File: config.mk
export PLATFORM = sky130hd
export DESIGN_NAME = gregorian_date_to_day_offset
export DESIGN_NICKNAME = d
export VERILOG_FILES = /design/src/rtl/gdo_pkg.sv /design/src/rtl/gdo_day_count.sv /design/src/rtl/gregorian_date_to_day_offset.sv
export SDC_FILE = /design/constraint.sdc
export NUM_CORES = 1
export LEC_CHECK = 0
export ABC_AREA = 1
export BUFFER_PORTS_ARGS = -buffer_cell sky130_fd_sc_hd__buf_2
export CORE_UTILIZATION = 60
export DETAILED_ROUTE_END_ITERATION = 12
export GPL_TIMING_DRIVEN = 0
export HOLD_SLACK_MARGIN = 0.05
export PLACE_DENSITY = 0.88
export SKIP_CTS_REPAIR_TIMING = 1
export SLEW_MARGIN = 20
export SYNTH_ARGS = -nofsm -noshare
export SYNTH_HDL_FRONTEND = slang
export SYNTH_SLANG_ARGS = --single-unit
File: constraint.sdc
create_clock -name clk -period 6.75 [get_ports clk]
set_clock_uncertainty 0.05 [all_clocks]
set_input_delay 0.675 -clock clk [delete_from_list [all_inputs] [get_ports clk]]
set_output_delay 0.675 -clock clk [all_outputs]
set_load 0.02 [all_outputs]
File: src/rtl/gdo_pkg.sv
// ============================================================================
// gdo_pkg
// Shared types and constants for the Gregorian date to day offset pipeline.
// ============================================================================
package gdo_pkg;

    // Year of the epoch; day offset zero is 1 January of this year.
    localparam int EPOCH_YEAR  = 1960;
    localparam int EPOCH_PRIOR = EPOCH_YEAR - 1;

    // Day count of the epoch in the pipeline's numbering, where a count of
    // one is 1 January of year 0 and a count of zero is the day before it.
    localparam int EPOCH_COUNT = 365 * EPOCH_YEAR + EPOCH_PRIOR / 4
                               - EPOCH_PRIOR / 100 + EPOCH_PRIOR / 400 + 2;

    localparam int DAY_W    = 5;
    localparam int MONTH_W  = 4;
    localparam int YEAR_W   = 14;
    localparam int OFFSET_W = 23;
    localparam int WDAY_W   = 3;
    localparam int COUNT_W  = 22;
    localparam int PART_W   = 9;
    localparam int Q100_W   = 8;
    localparam int Q7_W     = 20;

    localparam logic [YEAR_W-1:0]  YEAR_MAX   = 14'd9999;
    localparam logic [MONTH_W-1:0] MONTH_JAN  = 4'd1;
    localparam logic [MONTH_W-1:0] MONTH_FEB  = 4'd2;
    localparam logic [MONTH_W-1:0] MONTH_DEC  = 4'd12;

    // Division by 100 for values below 2**14: (x * 5243) >> 19.
    localparam logic [12:0] DIV100_MUL   = 13'd5243;
    localparam int          DIV100_SHIFT = 19;
    localparam int          DIV100_PW    = YEAR_W + 13;

    // Division by 7 for values below 2**22: (x * 4793491) >> 25.
    localparam logic [22:0] DIV7_MUL   = 23'd4793491;
    localparam int          DIV7_SHIFT = 25;
    localparam int          DIV7_PW    = COUNT_W + 23;

    // Day 1 of year 0 is a Saturday (5); shifting the count by four makes
    // the remainder modulo 7 equal the weekday directly.
    localparam logic [COUNT_W-1:0] WDAY_BIAS = 22'd4;

    typedef struct packed {
        logic [DAY_W-1:0]   day_of_month;
        logic [MONTH_W-1:0] month_number;
        logic [YEAR_W-1:0]  year_number;
    } date_t;

    typedef struct packed {
        logic signed [OFFSET_W-1:0] day_offset;
        logic [WDAY_W-1:0]          weekday;
    } result_t;

    // Output of the day counting front end.
    typedef struct packed {
        logic               valid;
        logic [COUNT_W-1:0] day_count;
    } count_t;

    // Days in the months before the given month of a common year.
    function automatic logic [PART_W-1:0] days_before_month(input logic [MONTH_W-1:0] m);
        logic [PART_W-1:0] r;
        case (m)
            4'd1:    r = 9'd0;
            4'd2:    r = 9'd31;
            4'd3:    r = 9'd59;
            4'd4:    r = 9'd90;
            4'd5:    r = 9'd120;
            4'd6:    r = 9'd151;
            4'd7:    r = 9'd181;
            4'd8:    r = 9'd212;
            4'd9:    r = 9'd243;
            4'd10:   r = 9'd273;
            4'd11:   r = 9'd304;
            4'd12:   r = 9'd334;
            default: r = 9'd0;
        endcase
        return r;
    endfunction

endpackage

File: src/rtl/gdo_day_count.sv
// ============================================================================
// gdo_day_count
// Three-stage front end: turns a date into a linear day count from year 0.
// ============================================================================
module gdo_day_count
(
    input  logic            clk,
    input  logic            rst_n,
    input  logic            date_valid,
    output logic            date_stall,
    input  gdo_pkg::date_t  date,
    input  logic            count_ready,
    output gdo_pkg::count_t count
);

    // Stage 1: clamped fields and quotients by 100.
    logic                        v1_reg;
    logic [gdo_pkg::YEAR_W-1:0]  year1_reg;
    logic [gdo_pkg::MONTH_W-1:0] month1_reg;
    logic [gdo_pkg::DAY_W-1:0]   day1_reg;
    logic [gdo_pkg::Q100_W-1:0]  qprior1_reg;
    logic [gdo_pkg::Q100_W-1:0]  qyear1_reg;

    // Stage 2: days before the year and the part within the year.
    logic                        v2_reg;
    logic [gdo_pkg::COUNT_W-1:0] ydays2_reg;
    logic [gdo_pkg::PART_W-1:0]  part2_reg;

    // Stage 3: full day count.
    logic                        v3_reg;
    logic [gdo_pkg::COUNT_W-1:0] count3_reg;

    logic ready1, ready2, ready3;

    assign ready3     = !v3_reg || count_ready;
    assign ready2     = !v2_reg || ready3;
    assign ready1     = !v1_reg || ready2;
    assign date_stall = !ready1;

    // ---- stage 1 logic ----
    logic [gdo_pkg::YEAR_W-1:0]      year_clamp;
    logic [gdo_pkg::MONTH_W-1:0]     month_clamp;
    logic [gdo_pkg::YEAR_W-1:0]      prior0;
    logic [gdo_pkg::DIV100_PW-1:0]   prod_prior;
    logic [gdo_pkg::DIV100_PW-1:0]   prod_year;

    always_comb
    begin
        year_clamp = (date.year_number > gdo_pkg::YEAR_MAX) ? gdo_pkg::YEAR_MAX
                                                            : date.year_number;
        if (date.month_number < gdo_pkg::MONTH_JAN)
            month_clamp = gdo_pkg::MONTH_JAN;
        else if (date.month_number > gdo_pkg::MONTH_DEC)
            month_clamp = gdo_pkg::MONTH_DEC;
        else
            month_clamp = date.month_number;
        // Year zero wraps here; stage 2 ignores the quotient in that case.
        prior0     = year_clamp - 14'd1;
        prod_prior = gdo_pkg::DIV100_PW'(prior0) * gdo_pkg::DIV100_PW'(gdo_pkg::DIV100_MUL);
        prod_year  = gdo_pkg::DIV100_PW'(year_clamp)
                   * gdo_pkg::DIV100_PW'(gdo_pkg::DIV100_MUL);
    end

    // ---- stage 2 logic ----
    logic [gdo_pkg::YEAR_W-1:0]  prior1;
    logic [gdo_pkg::COUNT_W-1:0] ydays_next;
    logic [gdo_pkg::Q100_W-1:0]  rem100;
    logic [gdo_pkg::Q100_W-1:0]  hundreds;
    logic                        leap;
    logic [gdo_pkg::PART_W-1:0]  part_next;

    always_comb
    begin
        prior1 = year1_reg - 14'd1;
        if (year1_reg == '0)
            ydays_next = '0;
        else
            ydays_next = gdo_pkg::COUNT_W'(year1_reg) * gdo_pkg::COUNT_W'(365)
                       + gdo_pkg::COUNT_W'(prior1[gdo_pkg::YEAR_W-1:2])
                       - gdo_pkg::COUNT_W'(qprior1_reg)
                       + gdo_pkg::COUNT_W'(qprior1_reg[gdo_pkg::Q100_W-1:2])
                       + gdo_pkg::COUNT_W'(1);
        hundreds = gdo_pkg::Q100_W'(qyear1_reg * 8'd100);
        rem100   = year1_reg[gdo_pkg::Q100_W-1:0] - hundreds;
        // Century years are leap only when divisible by 400.
        if (rem100 == '0)
            leap = (qyear1_reg[1:0] == 2'b00);
        else
            leap = (year1_reg[1:0] == 2'b00);
        part_next = gdo_pkg::days_before_month(month1_reg)
                  + gdo_pkg::PART_W'(day1_reg)
                  + gdo_pkg::PART_W'(leap && (month1_reg > gdo_pkg::MONTH_FEB));
    end

    always_ff @(posedge clk or negedge rst_n)
    begin
        if (!rst_n)
        begin
            v1_reg <= 1'b0;
            v2_reg <= 1'b0;
            v3_reg <= 1'b0;
        end
        else
        begin
            if (ready1)
                v1_reg <= date_valid;
            if (ready2)
                v2_reg <= v1_reg;
            if (ready3)
                v3_reg <= v2_reg;
        end
    end

    always_ff @(posedge clk)
    begin
        if (ready1 && date_valid)
        begin
            year1_reg   <= year_clamp;
            month1_reg  <= month_clamp;
            day1_reg    <= date.day_of_month;
            qprior1_reg <= prod_prior[gdo_pkg::DIV100_SHIFT +: gdo_pkg::Q100_W];
            qyear1_reg  <= prod_year[gdo_pkg::DIV100_SHIFT +: gdo_pkg::Q100_W];
        end
        if (ready2 && v1_reg)
        begin
            ydays2_reg <= ydays_next;
            part2_reg  <= part_next;
        end
        if (ready3 && v2_reg)
            count3_reg <= ydays2_reg + gdo_pkg::COUNT_W'(part2_reg);
    end

    assign count.valid     = v3_reg;
    assign count.day_count = count3_reg;

endmodule

File: src/rtl/gregorian_date_to_day_offset.sv
// ============================================================================
// gregorian_date_to_day_offset
// Proleptic Gregorian date to signed day offset from 1 January 1960 plus
// the day of the week.
// ============================================================================
//
//  channel   handshake                   payload   role
//  -------   -------------------------   -------   ------------------------
//  date      date_valid / date_stall     date      date request into block
//  result    result_valid / result_stall result    offset and weekday out
//
// The block is a five-stage pipeline that accepts one request per cycle while
// date_stall is low, and registers each result in its fifth stage. The depth
// is set by the two multiply stages (division by 100 and division by 7) and
// the year-length adder chain between them. Each stage holds its valid bit
// and advances whenever the stage after it is empty or advancing, so bubbles
// close up while the result side stalls. Reset clears the valid bits only.
//
module gregorian_date_to_day_offset
(
    input  logic             clk,
    input  logic             rst_n,
    input  logic             date_valid,
    output logic             date_stall,
    input  gdo_pkg::date_t   date,
    output logic             result_valid,
    input  logic             result_stall,
    output gdo_pkg::result_t result
);

    gdo_pkg::count_t count;
    logic            count_ready;

    // Stages 1 to 3: clamp the fields, divide by 100, and form the linear
    // day count in which a count of one is 1 January of year 0.
    gdo_day_count u_day_count
    (
        .clk         (clk),
        .rst_n       (rst_n),
        .date_valid  (date_valid),
        .date_stall  (date_stall),
        .date        (date),
        .count_ready (count_ready),
        .count       (count)
    );

    // Stage 4: offset from the epoch and the quotient of the biased count
    // by 7. Stage 5: the remainder, which is the weekday.
    logic                                v4_reg;
    logic [gdo_pkg::COUNT_W-1:0]         biased4_reg;
    logic [gdo_pkg::Q7_W-1:0]            q7_4_reg;
    logic signed [gdo_pkg::OFFSET_W-1:0] offset4_reg;

    logic                                v5_reg;
    logic signed [gdo_pkg::OFFSET_W-1:0] offset5_reg;
    logic [gdo_pkg::WDAY_W-1:0]          weekday5_reg;

    logic ready4, ready5;

    assign ready5      = !v5_reg || !result_stall;
    assign ready4      = !v4_reg || ready5;
    assign count_ready = ready4;

    logic [gdo_pkg::COUNT_W-1:0]         biased_next;
    logic [gdo_pkg::DIV7_PW-1:0]         prod7;
    logic signed [gdo_pkg::OFFSET_W-1:0] offset_next;
    logic [gdo_pkg::WDAY_W-1:0]          weekday_next;

    always_comb
    begin
        biased_next = count.day_count + gdo_pkg::WDAY_BIAS;
        prod7       = gdo_pkg::DIV7_PW'(biased_next) * gdo_pkg::DIV7_PW'(gdo_pkg::DIV7_MUL);
        // The offset wraps to the output width, as a two's complement value.
        offset_next = signed'(gdo_pkg::OFFSET_W'(count.day_count)
                              - gdo_pkg::OFFSET_W'(gdo_pkg::EPOCH_COUNT));
        // The remainder lies in 0..6, so only its low three bits are needed:
        // x - 7q is congruent to x + q modulo 8.
        weekday_next = biased4_reg[gdo_pkg::WDAY_W-1:0] + q7_4_reg[gdo_pkg::WDAY_W-1:0];
    end

    always_ff @(posedge clk or negedge rst_n)
    begin
        if (!rst_n)
        begin
            v4_reg <= 1'b0;
            v5_reg <= 1'b0;
        end
        else
        begin
            if (ready4)
                v4_reg <= count.valid;
            if (ready5)
                v5_reg <= v4_reg;
        end
    end

    always_ff @(posedge clk)
    begin
        if (ready4 && count.valid)
        begin
            biased4_reg <= biased_next;
            q7_4_reg    <= prod7[gdo_pkg::DIV7_SHIFT +: gdo_pkg::Q7_W];
            offset4_reg <= offset_next;
        end
        if (ready5 && v4_reg)
        begin
            offset5_reg  <= offset4_reg;
            weekday5_reg <= weekday_next;
        end
    end

    assign result_valid      = v5_reg;
    assign result.day_offset = offset5_reg;
    assign result.weekday    = weekday5_reg;

endmodule

# [Yosys cells after proc, flatten, opt, wreduce, memory -nomap -nowiden]
# Memories as Yosys holds them, arrays and structs flattened.
# Index checks and enable logic that the tools add are counted.
# W data, S select, Z words.
[totals] ff_bits=152 mem_bits_ro=144 wordCells=68 n_memories=1 in_bits=27 out_inout_bits=28
[memory_table] memory="(name not given)" depth=16 width=9 rd=1 rd_ports_with_merged_regs=0 wr=0 line="gdo_pkg.sv:65" source="case (m)"
[op_classes] n_mul=5 order_cmp=4 mux=3 addsub=13 n_reduce_logical=23
[ops] op="$mul A14 B13 Y27 const B" count=2
[ops] op="$mul A22 B23 Y28 const B" count=1
[ops] op="$sub A14 B1 Y14 const B" count=2
[ops] op="$sub A22 B20 Y23 const B" count=1
[ops] op="$add A22 B1 Y22 const B" count=1
[ops] op="$add A22 B12 Y22" count=1
[ops] op="$add A22 B3 Y22 const B" count=1
[ops] op="$add A22 B6 Y22" count=1
[ops] op="$add A22 B9 Y22" count=1
[ops] op="$mul A14 B9 Y22 const B" count=1
[ops] op="$sub A22 B8 Y22" count=1
[ops] op="$gt A14 B14 Y1 const B" count=1
[ops] op="$logic_not A14 Y1" count=1
[ops] op="$mux W14" count=1
[ops] op="$add A9 B1 Y9" count=1
[ops] op="$add A9 B5 Y9" count=1
[ops] op="$logic_not A8 Y1" count=1
[ops] op="$mul A8 B5 Y6 const B" count=1
[ops] op="$sub A8 B8 Y8" count=1
[ops] op="$logic_not A1 Y1" count=7
[ops] op="$logic_and A1 B1 Y1" count=6
[ops] op="$logic_or A1 B1 Y1" count=5
[ops] op="$gt A4 B2 Y1 const B" count=1
[ops] op="$gt A4 B4 Y1 const B" count=1
[ops] op="6 further kinds" count=7

# [Longest topological paths before layout]
# Gate-level depths: netlist of the first run.
[logic_depth] depth_word=7 ltp_mapped=41 ltp_nobuf=40

# [Hierarchy]
# Synthesis of the first run repeated with hierarchy kept, for this count alone.
[hier_totals] hier_cells=2638 hier_area_um2=23528.8
[modules_own_cells] mod="gdo_day_count" n_inst=1 seq_area_each_um2=2777.7 cells_each=1844 area_per_inst_um2=16430.8
[modules_own_cells] mod="gregorian_date_to_day_offset" n_inst=1 seq_area_each_um2=1611.5 cells_each=794 area_per_inst_um2=7098.1

# [Worst setup path after synthesis of the first run]
# No wires, ideal clock.
[synth_timing] path_kind="input -> register" start="input date[8] (netlist bit)" end="register u_day_count.qprior1_reg[5] (netlist bit) (data pin)" slack_ns=0.105 t_arrival_ns=6.331 path_stages=27 setup_time_ns=0.265 n_path_buf=1 required_time_ns=6.435 path_cell_list="inv_1 nor2_1 nand2_1 nand2_2 nand2_2 buf_6 inv_4 nor2_1 ha_1 nand4_2 nand2_1 nand2_2 nor2_2 xor2_1 fa_1 ha_1 fa_1 inv_1 fa_1 fa_1 inv_1 ha_1 a21oi_1 o21ai_0 a211oi_1 o211ai_1 xor2_1"
[synth_between] elab_chain_len=4
[synth_lines] element="start: declaration" line="gregorian_date_to_day_offset.sv:25" source="input gdo_pkg::date_t date,"
[synth_lines] element="$gt A14 B14 Y1" line="gdo_day_count.sv:49" source="year_clamp = (date.year_number > gdo_pkg::YEAR_MAX) ? gdo_pkg::YEAR_MAX"
[synth_lines] element="$mux W14 (*)" line="gdo_day_count.sv:49"
[synth_lines] element="$sub A14 B1 Y14 (*)" line="gdo_day_count.sv:58" source="prior0 = year_clamp - 14'd1;"
[synth_lines] element="$mul A14 B13 Y27 (*)" line="gdo_day_count.sv:59" source="prod_prior = gdo_pkg::DIV100_PW'(prior0) * gdo_pkg::DIV100_PW'(gdo_pkg::DIV100_MUL);"
[synth_lines] element="named net u_day_count.prod_prior, one bit" line="gdo_day_count.sv:44" source="logic [gdo_pkg::DIV100_PW-1:0] prod_prior;"
[synth_lines] element="end signal: assignment" line="gdo_day_count.sv:121" source="qprior1_reg <= prod_prior[gdo_pkg::DIV100_SHIFT +: gdo_pkg::Q100_W];"
[synth_lines] element="end: declaration" line="gdo_day_count.sv:21" source="logic [gdo_pkg::Q100_W-1:0] qprior1_reg;"
# The timed path passes the listed nets; every way through them passes the cells marked *.
# A chain may end at the register's enable or synchronous reset.

# [Final worst setup path of the first run]
[layout_timing] start="register u_day_count.count3_reg[6] (netlist bit)" end="register q7_4_reg[2] (netlist bit) (data pin)"
[layout_between] elab_chain_len=2
[layout_lines] element="start: declaration" line="gdo_day_count.sv:31" source="logic [gdo_pkg::COUNT_W-1:0] count3_reg;"
[layout_lines] element="start signal: assignment" line="gdo_day_count.sv:130" source="count3_reg <= ydays2_reg + gdo_pkg::COUNT_W'(part2_reg);"
[layout_lines] element="$add A22 B3 Y22" line="gregorian_date_to_day_offset.sv:71" source="biased_next = count.day_count + gdo_pkg::WDAY_BIAS;"
[layout_lines] element="$mul A22 B23 Y28" line="gregorian_date_to_day_offset.sv:72" source="prod7 = gdo_pkg::DIV7_PW'(biased_next) * gdo_pkg::DIV7_PW'(gdo_pkg::DIV7_MUL);"
[layout_lines] element="named net prod7, one bit" line="gregorian_date_to_day_offset.sv:65" source="logic [gdo_pkg::DIV7_PW-1:0] prod7;"
[layout_lines] element="end signal: assignment" line="gregorian_date_to_day_offset.sv:102" source="q7_4_reg <= prod7[gdo_pkg::DIV7_SHIFT +: gdo_pkg::Q7_W];"
[layout_lines] element="end: declaration" line="gregorian_date_to_day_offset.sv:51" source="logic [gdo_pkg::Q7_W-1:0] q7_4_reg;"
# The timed path passes the listed nets, and every way through them passes these cells.

==> results of run 1 <==
## cells in the final DEF (no fill, tap or decap), types with 4 or more instances in the layout
cell	count
fa_2	8
inv_6	6
a31oi_1	6
edfxtp_1	142
inv_2	15
a21boi_0	4
o211ai_1	8
clkinvlp_4	6
ha_1	432
clkbuf_1	6
nor2_4	11
a21o_1	10
a21oi_2	5
o21bai_1	12
clkbuf_16	17
nand2_2	20
buf_4	43
nand2_1	296
fa_1	264
buf_2	55
xor2_1	73
inv_1	676
a21oi_1	103
o21ai_1	5
nor2_2	6
a211oi_1	5
dfrtp_1	5
o21a_1	7
or2_2	4
nand3_1	56
xnor2_1	33
nor4_1	7
o21ai_0	73
nor3_1	15
nor2_1	128
xor2_2	8
nand4_1	26
ha_4	5
o31ai_1	5
## worst min path at each step
stage                     from                 endpoint  slack [ps]  depth (start not counted)
6_report              date[21]  u_day_count.day1_reg[3]         360                          1
5_1_grt               date[21]  u_day_count.day1_reg[3]         360                          1
4_1_cts                  rst_n       u_day_count.v2_reg         -20                          1
3_5_place_dp   offset4_reg[13]          offset5_reg[13]         350                          0
3_3_place_gp   offset4_reg[16]          offset5_reg[16]         350                          0
2_1_floorplan            rst_n             result_valid         330                          0
## cells in the mapped netlist, types with 2 or more instances
master,instances
o211ai_1,8
xor2_1,82
a31oi_1,6
a21o_1,10
nor2_2,3
o21bai_1,12
nor3_1,18
nor2_1,141
o21a_1,7
nand2_4,2
or2_2,5
nor3b_1,2
o31ai_1,5
inv_1,690
inv_2,4
and2_1,2
ha_1,438
a21oi_1,109
nand2_2,10
nand3_1,58
o21ai_0,77
nor4_1,10
fa_1,272
a211oi_1,8
clkbuf_1,7
nand4_1,26
xnor2_1,33
o221ai_1,2
a21boi_0,4
nand2_1,308
edfxtp_1,142
dfrtp_1,5
## layout make-up
type,instances,area [um2]
Timing Repair Buffer,101,659
Fill cell,2740,12400
Clock buffer,17,425
Tap cell,511,639
Buffer,9,53.8
Inverter,695,2630
Sequential cell,147,4390
Clock inverter,15,146
Multi-Input combinational cell,1672,16300
## cells by family after synthesis
family | after synthesis | share of synthesized area
AND/OR/NAND/NOR | 589 | 0.109
XOR/XNOR | 115 | 0.0439
adder cells (fa/ha/maj) | 710 | 0.476
buffers and inverters | 705 | 0.116
flip-flops | 147 | 0.191
AO/OA/AOI/OAI | 257 | 0.0638
multiplexers | 1 | 0.000436
## stage by stage
step	util	TNS, ps	hold WS [ps]	instances
5_1_grt	0.671	-1070	357	3167
6_report	0.671	0	361	3167
2_1_floorplan	-	0	329	2524
3_3_place_gp	0.633	-7130	352	3089
4_1_cts	0.651	-4860	-18.5	3125
3_5_place_dp	0.636	-8370	355	3093
## per-layer routing
layer,vias up,GRT usage
met5,-,0
met4,0,0.149
met3,210,0.0326
met2,674,0.513
met1,8547,0.311
li1,8164,-
==> metrics.txt, run 1 <==
Top Metal Used met4; vias in the first global route between 15000 and 20000; # clock sinks around 150; core area between 0.03 and 0.04 mm2; dpl cell area 0.0240 mm2; Critical Path AT 6890 ps; Rel. slew slack 0.308; # nets final 3380; Clock Root Buffer clkbuf_16; Reg2Reg Depth 26; # DRC 0; R2R Setup Slk 20 ps; Seq cells post-synth approximately 150; DIE AREA around 0.04 mm2; RR Startpoint u_day_count.count3_reg[6]; Post-synth EDFFs 142; Post-Place Setup Slack -1020 ps; crit path kind reg -> reg; Synth area leader ha_1; dominant synthesized flop cell edfxtp_1; CP required ~6900 ps; Synth Instances ~2500; Vias/cell around 5.6; met3 WL 2.66 mm; worst setup margin 16.2 ps; met2 WL 27.8 mm; drt pass-1 iters 6; Crit Path Max Fanout 3; FMAX 0.149 GHz; routed length on met1 around 21 mm; Avg Cell Area, Syn 9.09 um2; syn nets ~3300; kind of end point of the critical path flip-flop; Syn. warnings 0; Die Y ~200 um; CTS buffer count 17; Antenna Nets Post-Route 0; top cell type's share of synthesized area 0.239; total track usage 0.277; Reg clk slew, reported paths roughly 80 ps; clock tree buffer depth 2; crit-path leading delay family adder cells; total number of vias roughly 18000; die width 198 um; crit share post-route 0.998; Hold Crit Class in -> reg; TritonCTS clock tree yes; number of DRC markers in iteration 0 1198; Final Hold Vio Count 0; first-pass GRT wire length approximately 86 mm; post-synth cell types 50; unrepaired setup endpoints after global routing yes; largest net degree at the start of global routing 38; Max Transition Viols Final 0; register area share after synthesis 0.191; Post-DP HPWL roughly 44 mm; maxcap violations 0; critical path startpoint category flip-flop; DR WL/cell roughly 17 um; PortBufs 54; total gr overflow 0; CP Launch Point u_day_count.count3_reg[6]; final instance area ~0.025 mm2; Ports 55; area delta synth->final 10.1%; Skew-Pair Late Insertion Delay around 440 ps; CP Depth 26; CP max-delay cell fa_2; top cells by area, synth ha_1 (24%), fa_1 (24%), edfxtp_1 (19%), inv_1 (11%), nand2_1 (5.0%); total routed wirelength ~54 mm; area of the mapped netlist between 0.02 and 0.025 mm2; run status complete, no violations; Final setup viols 0; initial antenna violation count 0; initial core utilization 0.609; async set-reset flop share out of synthesis 0.0340; final worst path period need slightly below 7000 ps; worst slew pin tran a little over 1000 ps; FF-to-FF End q7_4_reg[2]; global placement routability congestion ~0.99; layout cells sized above 1 0.0915; max reg flops 23; ANT cells 0; CTS H-tree depth 4; largest stage delay on the critical path 610 ps; # rows 71; Worst Setup EP q7_4_reg[2]; Buf/Inv on CP 3
Power of run 1 is left out: the tool's default activity adds up to more than one toggle a clock period on the data nets, which glitch-free logic cannot reach.
==> run 2: changes to the inputs <==
- BUFFER_PORTS_ARGS: -buffer_cell sky130_fd_sc_hd__buf_2 -> -buffer_cell sky130_fd_sc_hd__clkbuf_2
- CELL_PAD_IN_SITES_DETAIL_PLACEMENT: unset -> 1
- CELL_PAD_IN_SITES_GLOBAL_PLACEMENT: unset -> 1
- CORE_UTILIZATION: 60 -> 51
- PLACE_DENSITY: 0.88 -> 0.94
==> run 2 against run 1 <==
  * The run now ends with negative setup slack left
  * First-iteration DRC count grew 40%
  * Global-route usage grew 5.4 points
  * Worst hold slack lost 11 ps
  * Via count grew 17%
  * Critical endpoint unchanged
  * Highest routed layer is now met5
==> metrics.txt, run 2 (same netlist as run 1, synthesis figures left out) <==
run status complete, but fails checks; violated checks negative setup slack; # rows 77 (+8.5%); CTS buffer count 17 (unchanged); total routed wirelength 94.3 mm (+74%); CP Depth 27 (+3.8%); CP max-delay cell edfxtp_1; register area 0.00439 mm2 (unchanged); Final setup viols 11 (+11); crit path kind reg -> reg; initial core utilization 0.518 (-0.0914); layout cells sized above 1 0.102 (+0.0104); critical path startpoint category flip-flop; Rel. slew slack 0.285 (-0.0225); initial antenna violation count 1 (+1); worst slew pin tran 1060 ps (+25.1 ps); largest net degree at the start of global routing 38 (unchanged); area of the multi-input gates 0.0165 mm2 (+1.0%); global placement routability congestion 0.911 (-8.1%); crit-path leading delay family adder cells; worst hold start date[21]; R2R Setup Slk -670 ps (-690 ps); Max Transition Viols Final 0 (unchanged); CP required 6990 ps (+90 ps); # clock sinks 147 (unchanged); Skew-Pair Late Insertion Delay 480 ps (+40 ps); largest stage delay on the critical path 610 ps (about the same); dpl cell area 0.0240 mm2 (+0.35%); CTS H-tree depth 4 (unchanged); number of DRC markers in iteration 0 1673 (+40%); Die Y 214 um (+8.4%); leading cell type in the layout, fill and taps excluded inv_1; max reg flops 23 (unchanged); PortBufs 54 (unchanged); # nets final 3394 (+0.41%); Antenna Nets Post-Route 0 (unchanged); worst setup margin -670 ps (-686 ps); first-pass GRT wire length 117 mm (+37%); # DRC 0 (unchanged); DR WL/cell 28.9 um (+69%); Worst Hold Path Cells 1 (unchanged); Buf/Inv on CP 6 (+3); DIE AREA 0.0458 mm2 (+17%); Critical Path AT 7660 ps (+770 ps); total track usage 0.332 (+0.0542); Post-DP HPWL 61.7 mm (+39%); final worst path period need 7420 ps (+686 ps); vias in the first global route 21800 (+20%); total number of vias 20600 (+17%); Post-Place Setup Slack -1400 ps (-372 ps); Crit Path Max Fanout 4 (+1); end-of-flow core utilization 0.580 (-0.0906); commonest cells after routing, fill and taps aside inv_1 (675), ha_1 (423), nand2_1 (293); core area 0.0443 mm2 (+18%); Clock Root Buffer clkbuf_16; kind of end point of the critical path flip-flop; Final Hold Vio Count 0 (unchanged); RR Startpoint u_day_count.count3_reg[8]; FF-to-FF End q7_4_reg[2]; Reg2Reg Depth 27 (+3.8%); TritonCTS clock tree yes; FMAX 0.135 GHz (-9.2%); total gr overflow 0 (unchanged); hold endpoint u_day_count.day1_reg[3]; clock tree buffer depth 2 (unchanged); Ports 55 (unchanged); unrepaired setup endpoints after global routing yes; drt pass-1 iters 8 (+2); # fillers 5072 (+85%); crit share post-route 1.10 (+0.102); Vias/cell 6.30 (+13%); Reg clk slew, reported paths 80 ps (about the same); final instance area 0.0257 mm2 (+1.8%); area delta synth->final 12.0%; die width 214 um (+8.4%); Hold Crit Class in -> reg; maxcap violations 0 (unchanged)
run 2: changes by cell type in the layout (fill, tap and decap cells not counted), sizes merged:
cell | previous run | this run
buf | 103 | 63
clkbuf | 23 | 77
inv | 700 | 697
bufinv | 1 | 3
diode | 0 | 3
clkinv | 3 | 4
run 2: cell type report:
cell class,instances,area share
buffer,10,0.00224
antenna,3,0.000292
timing repair buffer,114,0.0307
clock buffer,17,0.0165
inverter,695,0.102
tap,592,0.0288
multi-input combinational,1672,0.642
clock inverter,15,0.00691
sequential,147,0.171
run 2: how the worst max path moves through the flow:
stage,startpoint,to
floorplan,date[8],u_day_count.qprior1_reg[5]
global placement,date[6],u_day_count.qprior1_reg[5]
detailed placement,date[6],u_day_count.qprior1_reg[2]
CTS,u_day_count.count3_reg[2],q7_4_reg[0]
global route,u_day_count.count3_reg[2],q7_4_reg[1]
finish,u_day_count.count3_reg[8],q7_4_reg[2]
run 2: worst reg2reg max path, stage by stage, from the launching register on:
cell and delay, ps:
edfxtp_1 610, nand2_2 190, inv_1 170, nand3_2 140
nor2_4 160, nand3_1 140, inv_2 130, nand3_1 120
nor2_1 170, xor2_1 310, inv_1 140, buf_4 170
ha_4 260, inv_2 40, fa_1 480, fa_2 580
inv_2 50, fa_2 550, fa_2 460, fa_1 490
ha_1 370, ha_4 280, a21oi_1 270, o21ai_0 240
nand2_1 130, nand3_1 120, nor2_2 190, xor2_1 260
run 2: metal layers:
metal  global-route usage  wire length [um]  vias up
li1                     -                 -     8190
met5                    0                 4        -
met2                0.629             46600     1557
met1                0.329             29400    10000
met3               0.0447              7550      806
met4                0.242             10800        2
run 2: stage by stage:
step	cells	setup TNS, ps	hold WS, ps
5_1_grt	3262	-5600	345
2_1_floorplan	2524	0	329
3_5_place_dp	3173	-12250	355
4_1_cts	3205	-9500	-26.6
6_report	3265	-4810	350
3_3_place_gp	3170	-8040	352
Power of run 2 is left out for the same reason.
